<file path="config.mk">
export PLATFORM = sky130hd
export DESIGN_NAME = buzzer_pattern_sequencer_core
export DESIGN_NICKNAME = d
export VERILOG_FILES = /design/src/bps_pkg.sv /design/src/buzzer_pattern_sequencer_core.sv
export SDC_FILE = /design/constraint.sdc
export NUM_CORES = 1
export LEC_CHECK = 0
export BUFFER_PORTS_ARGS = -buffer_cell sky130_fd_sc_hd__buf_2
export CAP_MARGIN = 20
export CORE_UTILIZATION = 50
export DETAILED_ROUTE_END_ITERATION = 8
export GPL_ROUTABILITY_DRIVEN = 0
export HOLD_SLACK_MARGIN = 0.06
export PLACE_DENSITY = 0.76
export SLEW_MARGIN = 20
export SYNTH_ARGS = -nofsm -noshare
export SYNTH_HDL_FRONTEND = slang
export SYNTH_SLANG_ARGS = --single-unit
</file>
<file path="constraint.sdc">
create_clock -name clk -period 7.19 [get_ports clk]
set_input_delay 1.0785 -clock clk [delete_from_list [all_inputs] [get_ports clk]]
set_output_delay 1.0785 -clock clk [all_outputs]
set_load 0.005 [all_outputs]
</file>
<file path="src/bps_pkg.sv">
// Package for the buzzer pattern sequencer: payload types, phase codes,
// request codes, timer width and the timer saturation helper. No dependencies.
`timescale 1ns / 1ps

package bps_pkg;

    localparam int TIMER_WIDTH = 26;
    localparam int DUR_WIDTH   = 24;
    localparam int TRIPLE_WIDTH = DUR_WIDTH + 2;
    localparam int SAT_WIDTH   = 33;

    localparam logic REQ_TICK = 1'b0;
    localparam logic REQ_CMD  = 1'b1;

    localparam logic [15:0] TICKS_PER_TENTH_RESET = 16'd100;

    localparam logic [SAT_WIDTH-1:0] TIMER_MAX =
        (SAT_WIDTH'(1) << TIMER_WIDTH) - SAT_WIDTH'(1);

    typedef enum logic [2:0] {
        PH_IDLE,
        PH_TO_ON,
        PH_ON,
        PH_TO_OFF,
        PH_OFF,
        PH_TO_DELAY,
        PH_DELAY
    } bps_phase_t;

    typedef struct packed {
        logic       req_type;
        logic [7:0] buzz_count;
        logic [7:0] duration_tenths;
        logic [7:0] repeat_count;
    } bps_in_t;

    typedef struct packed {
        logic buzzer_level;
        logic buzzer_enable;
        logic busy_res;
    } bps_out_t;

    // Clamps a wait length to the largest value the countdown can hold.
    function automatic logic [TIMER_WIDTH-1:0] sat_timer(
        input logic [TRIPLE_WIDTH-1:0] value
    );
        logic [SAT_WIDTH-1:0] wide;
        wide = SAT_WIDTH'(value);
        if (wide > TIMER_MAX)
        begin
            return TIMER_MAX[TIMER_WIDTH-1:0];
        end
        return wide[TIMER_WIDTH-1:0];
    endfunction

endpackage

</file>
<file path="src/buzzer_pattern_sequencer_core.sv">
// Top level of the buzzer pattern sequencer: phase sequencer, countdown timer
// and a two-entry result queue. Depends on bps_pkg.
`timescale 1ns / 1ps

// Every accepted item (a service tick or a start/stop command) updates the
// sequencer state in the cycle it is accepted and yields one registered
// result item, shown on out_data. The block takes one item per cycle
// indefinitely while results are taken; results go through a two-entry
// queue (output register plus skid register), so in_stall rises only when
// both entries hold results that the downstream side has not taken.
// ticks_per_tenth is written on the cfg channel, which is always ready, and
// takes effect at the next start command. Reset is asynchronous, active low.
module buzzer_pattern_sequencer_core
    import bps_pkg::*;
(
    input  logic        clk,
    input  logic        rst_n,
    input  logic        in_valid,
    output logic        in_stall,
    input  bps_in_t     in_data,
    output logic        out_valid,
    input  logic        out_stall,
    output bps_out_t    out_data,
    input  logic        cfg_valid,
    output logic        cfg_ready,
    input  logic [15:0] cfg_data
);

    logic [15:0]            ticks_per_tenth_reg;
    bps_phase_t             phase_reg, phase_next;
    logic [7:0]             buzzes_left_reg, buzzes_left_next;
    logic [7:0]             buzzes_reload_reg, buzzes_reload_next;
    logic [7:0]             repeats_left_reg, repeats_left_next;
    logic [DUR_WIDTH-1:0]   duration_ticks_reg, duration_ticks_next;
    logic [TIMER_WIDTH-1:0] countdown_reg, countdown_next;
    logic                   level_reg, level_next;
    logic                   enable_reg, enable_next;

    logic                   out_valid_reg, out_valid_next;
    bps_out_t               out_data_reg, out_data_next;
    logic                   skid_valid_reg, skid_valid_next;
    bps_out_t               skid_data_reg, skid_data_next;

    logic                   accept;
    logic                   pop;
    logic                   is_cmd;
    logic                   is_stop;
    logic [TIMER_WIDTH-1:0] countdown_dec;
    logic                   wait_done;
    logic [7:0]             repeats_dec;
    logic [TRIPLE_WIDTH-1:0] dur_ext;
    logic [TRIPLE_WIDTH-1:0] dur_triple;
    bps_out_t               result;

    assign in_stall  = skid_valid_reg;
    assign cfg_ready = 1'b1;
    assign out_valid = out_valid_reg;
    assign out_data  = out_data_reg;

    assign accept  = in_valid && !in_stall;
    assign pop     = out_valid_reg && !out_stall;
    assign is_cmd  = (in_data.req_type == REQ_CMD);
    assign is_stop = (in_data.repeat_count == 8'd0);

    assign countdown_dec = (countdown_reg != '0) ? countdown_reg - TIMER_WIDTH'(1)
                                                 : countdown_reg;
    assign wait_done   = (countdown_dec == '0);
    assign repeats_dec = repeats_left_reg - 8'd1;
    assign dur_ext     = TRIPLE_WIDTH'(duration_ticks_reg);
    assign dur_triple  = (dur_ext << 1) + dur_ext;

    // Phase transitions.
    always_comb
    begin
        phase_next = phase_reg;
        if (accept)
        begin
            if (is_cmd)
            begin
                phase_next = is_stop ? PH_IDLE : PH_TO_ON;
            end
            else
            begin
                unique case (phase_reg)
                    PH_TO_ON:    phase_next = PH_ON;
                    PH_ON:       phase_next = wait_done ? PH_TO_OFF : PH_ON;
                    PH_TO_OFF:   phase_next = PH_OFF;
                    PH_OFF:
                    begin
                        if (wait_done)
                        begin
                            if (buzzes_left_reg != 8'd0)
                            begin
                                phase_next = PH_TO_ON;
                            end
                            else if (repeats_dec == 8'd0)
                            begin
                                phase_next = PH_IDLE;
                            end
                            else
                            begin
                                phase_next = PH_TO_DELAY;
                            end
                        end
                    end
                    PH_TO_DELAY: phase_next = PH_DELAY;
                    PH_DELAY:    phase_next = wait_done ? PH_ON : PH_DELAY;
                    default:     phase_next = phase_reg;
                endcase
            end
        end
    end

    // Counters, timer and pin drive that follow the phase.
    always_comb
    begin
        buzzes_left_next    = buzzes_left_reg;
        buzzes_reload_next  = buzzes_reload_reg;
        repeats_left_next   = repeats_left_reg;
        duration_ticks_next = duration_ticks_reg;
        countdown_next      = countdown_reg;
        level_next          = level_reg;
        enable_next         = enable_reg;
        if (accept)
        begin
            if (is_cmd)
            begin
                if (is_stop)
                begin
                    level_next  = 1'b0;
                    enable_next = 1'b0;
                end
                else
                begin
                    buzzes_left_next    = in_data.buzz_count;
                    buzzes_reload_next  = in_data.buzz_count;
                    repeats_left_next   = in_data.repeat_count;
                    duration_ticks_next = DUR_WIDTH'(in_data.duration_tenths)
                                          * DUR_WIDTH'(ticks_per_tenth_reg);
                    enable_next         = 1'b1;
                end
            end
            else
            begin
                unique case (phase_reg)
                    PH_TO_ON:
                    begin
                        level_next     = 1'b1;
                        countdown_next = sat_timer(dur_ext);
                    end
                    PH_ON:
                    begin
                        countdown_next = countdown_dec;
                    end
                    PH_TO_OFF:
                    begin
                        buzzes_left_next = buzzes_left_reg - 8'd1;
                        level_next       = 1'b0;
                        countdown_next   = sat_timer(dur_ext);
                    end
                    PH_OFF:
                    begin
                        countdown_next = countdown_dec;
                        if (wait_done && (buzzes_left_reg == 8'd0))
                        begin
                            repeats_left_next = repeats_dec;
                            if (repeats_dec == 8'd0)
                            begin
                                level_next  = 1'b0;
                                enable_next = 1'b0;
                            end
                        end
                    end
                    PH_TO_DELAY:
                    begin
                        level_next     = 1'b0;
                        countdown_next = sat_timer(dur_triple);
                    end
                    PH_DELAY:
                    begin
                        countdown_next = countdown_dec;
                        if (wait_done)
                        begin
                            buzzes_left_next = buzzes_reload_reg;
                            countdown_next   = sat_timer(dur_ext);
                            level_next       = 1'b1;
                        end
                    end
                    default:
                    begin
                        countdown_next = countdown_reg;
                    end
                endcase
            end
        end
    end

    always_comb
    begin
        result.buzzer_level  = level_next;
        result.buzzer_enable = enable_next;
        result.busy_res      = (phase_next != PH_IDLE);
    end

    // Two-entry result queue. The skid entry only fills while the output
    // entry is held, and a full skid entry stalls the input side.
    always_comb
    begin
        out_valid_next  = out_valid_reg;
        out_data_next   = out_data_reg;
        skid_valid_next = skid_valid_reg;
        skid_data_next  = skid_data_reg;
        if (!out_valid_reg || pop)
        begin
            if (skid_valid_reg)
            begin
                out_valid_next  = 1'b1;
                out_data_next   = skid_data_reg;
                skid_valid_next = 1'b0;
            end
            else
            begin
                out_valid_next = accept;
                out_data_next  = result;
            end
        end
        else if (accept)
        begin
            skid_valid_next = 1'b1;
            skid_data_next  = result;
        end
    end

    always_ff @(posedge clk or negedge rst_n)
    begin
        if (!rst_n)
        begin
            ticks_per_tenth_reg <= TICKS_PER_TENTH_RESET;
            phase_reg           <= PH_IDLE;
            buzzes_left_reg     <= '0;
            buzzes_reload_reg   <= '0;
            repeats_left_reg    <= '0;
            duration_ticks_reg  <= '0;
            countdown_reg       <= '0;
            level_reg           <= 1'b0;
            enable_reg          <= 1'b0;
            out_valid_reg       <= 1'b0;
            skid_valid_reg      <= 1'b0;
        end
        else
        begin
            if (cfg_valid && cfg_ready)
            begin
                ticks_per_tenth_reg <= cfg_data;
            end
            phase_reg          <= phase_next;
            buzzes_left_reg    <= buzzes_left_next;
            buzzes_reload_reg  <= buzzes_reload_next;
            repeats_left_reg   <= repeats_left_next;
            duration_ticks_reg <= duration_ticks_next;
            countdown_reg      <= countdown_next;
            level_reg          <= level_next;
            enable_reg         <= enable_next;
            out_valid_reg      <= out_valid_next;
            skid_valid_reg     <= skid_valid_next;
        end
    end

    always_ff @(posedge clk)
    begin
        out_data_reg  <= out_data_next;
        skid_data_reg <= skid_data_next;
    end

endmodule

</file>
==> Implementation_results.wiki <==
{| class="wikitable"
! Metric !! Value
|-
| CTS Hold Bufs || 0
|-
| Final total negative setup slack || 0 ns
|-
| HPWL after detailed placement || 19700 µm
|-
| Die Area || 22800 µm²
|-
| Largest net degree at the start of global routing || 57
|-
| Share of cells above drive strength 1 || 9.06%
|-
| Total nets after synthesis || 1496
|-
| H-tree depth || 3
|-
| Final slew viol count || 0
|-
| First drt pass iteration count || 5
|-
| Lkg Pwr || 5.46 nW
|-
| Sequential Area || 2610 µm²
|-
| Highest achievable clock rate || 0.181 GHz
|-
| Root buffer selected by CTS || sky130_fd_sc_hd__clkbuf_16
|-
| CTS tree || built
|-
| Internal power of the cells || 2.37 mW
|-
| Number of warnings printed during yosys synthesis || 0
|-
| Switching component of the power || 2.33 mW
|-
| Initial cell density of the core || 50.8%
|-
| Post-detailed-routing wire length || 25700 µm
|-
| Die W || 151 µm
|-
| Placed Instances || 1577
|-
| Post-CTS Resized || 0
|-
| Netlist area before placement || 11100 µm²
|-
| Worst hold path stage count || 2
|-
| Violation count after the first detailed-route iteration || 719
|-
| Clock buffer count from CTS || 9
|-
| Source-to-sink clock delay at the later pin of the worst-skew pair || 0.36 ns
|-
| Final critical-path share of the clock period || 76.8%
|-
| Mapped Cells || 1289
|-
| Chip Height || 151 µm
|-
| Max-cap viol count || 0
|-
| R2r worst-path depth || 17
|-
| Switching share of power || 49.5%
|-
| Setup-failing EPs final || 0
|-
| Vias after detailed routing || 9314
|-
| Most common flop cell mapped by yosys || sky130_fd_sc_hd__dfrtp_1
|-
| Class of the tightest hold or removal check || register to register
|-
| Commonest cells in the netlist || 164 x sky130_fd_sc_hd__nand2_1, 129 x sky130_fd_sc_hd__inv_1, 94 x sky130_fd_sc_hd__and2_1, 94 x sky130_fd_sc_hd__dfrtp_1, 85 x sky130_fd_sc_hd__fa_1
|-
| Crit path DAT || 5.75 ns
|-
| Asr flop ratio synth || 94.2%
|-
| Worst ir drop on vdd || 202 µV
|-
| Post-route DRC || 0
|-
| Total of flip-flops plus latches after synthesis || 103
|-
| Worst-case clock buffer depth || 2
|-
| Routed wirelength normalized by instance count || 16.1 µm
|-
| Post CTS Setup Buffer Count || 0
|-
| Area inside the core boundary || 21800 µm²
|-
| Setup repair after global routing missed its margin || no
|-
| Post-Synthesis Mean Instance Area || 8.61 µm²
|-
| Sum of overflow across all layers after global routing || 0
|-
| Growth of design area from synthesis to finish || 6.81%
|-
| Crit end category || register
|-
| Number of sinks driven by the clock tree || 103
|-
| Boundary Pins || 52
|-
| Final worst path period need || 5.52 ns
|-
| Row Count || 54
|-
| CP Launch Type || input pin
|-
| Post-synthesis cell type with the largest combined area || sky130_fd_sc_hd__dfrtp_1
|-
| Clock slew at reported path FFs || 0.08 ns
|-
| Worst setup skew after layout || 0.0191 ns
|-
| Number of antenna violations at the first check in global routing || 0
|-
| Combined area of the multi-input logic cells || 7790 µm²
|-
| Portion of total power attributed to the clock network || 10.4%
|-
| Slew margin rel. || 30.3%
|-
| Leading cell type by number of instances after synthesis || sky130_fd_sc_hd__nand2_1
|-
| Required arrival time at the worst endpoint || 7.42 ns
|-
| Number of global-route vias before repair || 9088
|-
| Post-layout nets || 1515
|-
| Dominant cells by area after synthesis || sky130_fd_sc_hd__dfrtp_1 21%, sky130_fd_sc_hd__fa_1 15%, sky130_fd_sc_hd__ha_1 8.6%, sky130_fd_sc_hd__nand2_1 5.5%, sky130_fd_sc_hd__and2_1 5.3%
|-
| Seq pwr share || 23.1%
|-
| Power per Cell Area || 397 nW/µm²
|-
| Result of the run || finished, final reports clean
|-
| Layout Cells excl Fill || 1593
|-
| Final-layout fill cell count || 1924
|-
| DR vias/cell || 5.85
|-
| Number of different library cells in the post-synthesis netlist || 78
|-
| Post-route ant nets || 0
|-
| Area share of the largest cell type after synthesis || 21.2%
|-
| Number of failing hold endpoints at the final stage || 0
|-
| Port Buffers || 50
|-
| Setup CP Type || input pin to register
|-
| EDFF count, synth || 6
|-
| Share of synthesized area occupied by flip-flops and latches || 23.5%
|-
| Highest net fanout along the worst path || 16
|-
| Power share of the combinational group || 66.4%
|-
| Slew at the pin with the worst max-slew slack || 1.04 ns
|-
| Number of flip-flops in the largest register || 26
|-
| Antenna diode instance count || 0
|-
| Total routing usage reported by global routing || 24.0%
|-
| Wire length of the first global-routing pass || 43800 µm
|}
kinds of logic (layout without fill, tap and decap cells):
kind of cell	count (synthesis)	in the layout	share of synthesized area, %
AOI/OAI and AO/OA	272	272	16.1
xor gates and xnor gates	51	51	4.03
adders and majority gates	161	161	23.9
buffers and inverters	182	206	6.36
DFF	103	103	23.5
muxes	35	35	3.46
other	1	1	0.0338
and+or+nand+nor	484	484	22.6
cell type report:
type	count	share of cell area, %
timing repair buffer	59	2.70
tap	280	2.96
sequential	103	22.0
clock inverter	6	0.507
inverter	131	4.15
clock buffer	10	1.93
multi-input combinational	1004	65.7
placed cells by master, fill, tap and decap left out, drive strengths merged, types with 21 or more instances in the layout:
cell type  instances
a21oi             55
and2              95
buf               59
dfrtp             94
fa                85
ha                76
inv              135
mux2              27
nand2            164
nor2              68
nor3              27
o21ai             84
or3               24
xnor2             30
xor2              21
worst max-delay path, stage by stage:
cell and delay, ns:
sky130_fd_sc_hd__buf_2 0.20, sky130_fd_sc_hd__and2_1 0.21, sky130_fd_sc_hd__fa_1 0.50, sky130_fd_sc_hd__fa_1 0.51, sky130_fd_sc_hd__fa_1 0.54, sky130_fd_sc_hd__inv_1 0.05
sky130_fd_sc_hd__fa_1 0.52, sky130_fd_sc_hd__inv_1 0.04, sky130_fd_sc_hd__ha_1 0.35, sky130_fd_sc_hd__a21o_1 0.18, sky130_fd_sc_hd__a21oi_1 0.28, sky130_fd_sc_hd__nor2b_1 0.10
sky130_fd_sc_hd__a31oi_1 0.20, sky130_fd_sc_hd__a31oi_1 0.15, sky130_fd_sc_hd__or4_1 0.42, sky130_fd_sc_hd__a31oi_1 0.20, sky130_fd_sc_hd__xor2_1 0.16, sky130_fd_sc_hd__o21ai_1 0.07
power by group through the flow:
stage	sequential [mW]	combinational, mW	clock (mW)
finish	1.09	3.12	0.491
global route	1.12	3.54	0.519
CTS	1.08	3.11	0.503
detailed placement	1.09	3.08	0
global placement	1.08	3.00	0
floorplan	0.944	2.56	0
stage by stage:
stage / hold WS [ns] / total power, mW / instance area, µm² / util, % / worst slack [ns]
after global routing: 0.488 / 5.18 / 11900 / 54.3 / 1.34
after detailed placement: 0.461 / 4.16 / 11600 / 53.0 / 1.33
after global placement: 0.456 / 4.08 / 11600 / 53.0 / 1.42
final: 0.472 / 4.70 / 11900 / 54.3 / 1.67
after floorplan: 0.440 / 3.51 / 11100 / - / 1.66
after CTS: 0.480 / 4.69 / 11900 / 54.3 / 1.68
final timing paths:
| path | from | end | slack [ns] |
|---|---|---|---|
| max | in_data[13] | duration_ticks_reg[22] | 1.67 |
| min | buzzes_reload_reg[2] | buzzes_reload_reg[2] | 0.47 |
| max reg2reg | ticks_per_tenth_reg[2] | duration_ticks_reg[23] | 2.07 |
| min reg2reg | buzzes_reload_reg[2] | buzzes_reload_reg[2] | 0.47 |
| max in group asynchronous | rst_n | duration_ticks_reg[18] | 5.33 |
| min in group asynchronous | rst_n | buzzes_reload_reg[5] | 0.71 |
metal layers:
metal | vias to the layer above | track usage [%] | routed length [µm]
met4 | 0 | 7.30 | 457
li1 | 4474 | - | -
met3 | 46 | 3.19 | 1450
met2 | 324 | 40.4 | 12200
met1 | 4470 | 32.2 | 11600
met5 | - | 0 | 0
Note: power is estimated with default switching activity, not from simulation.
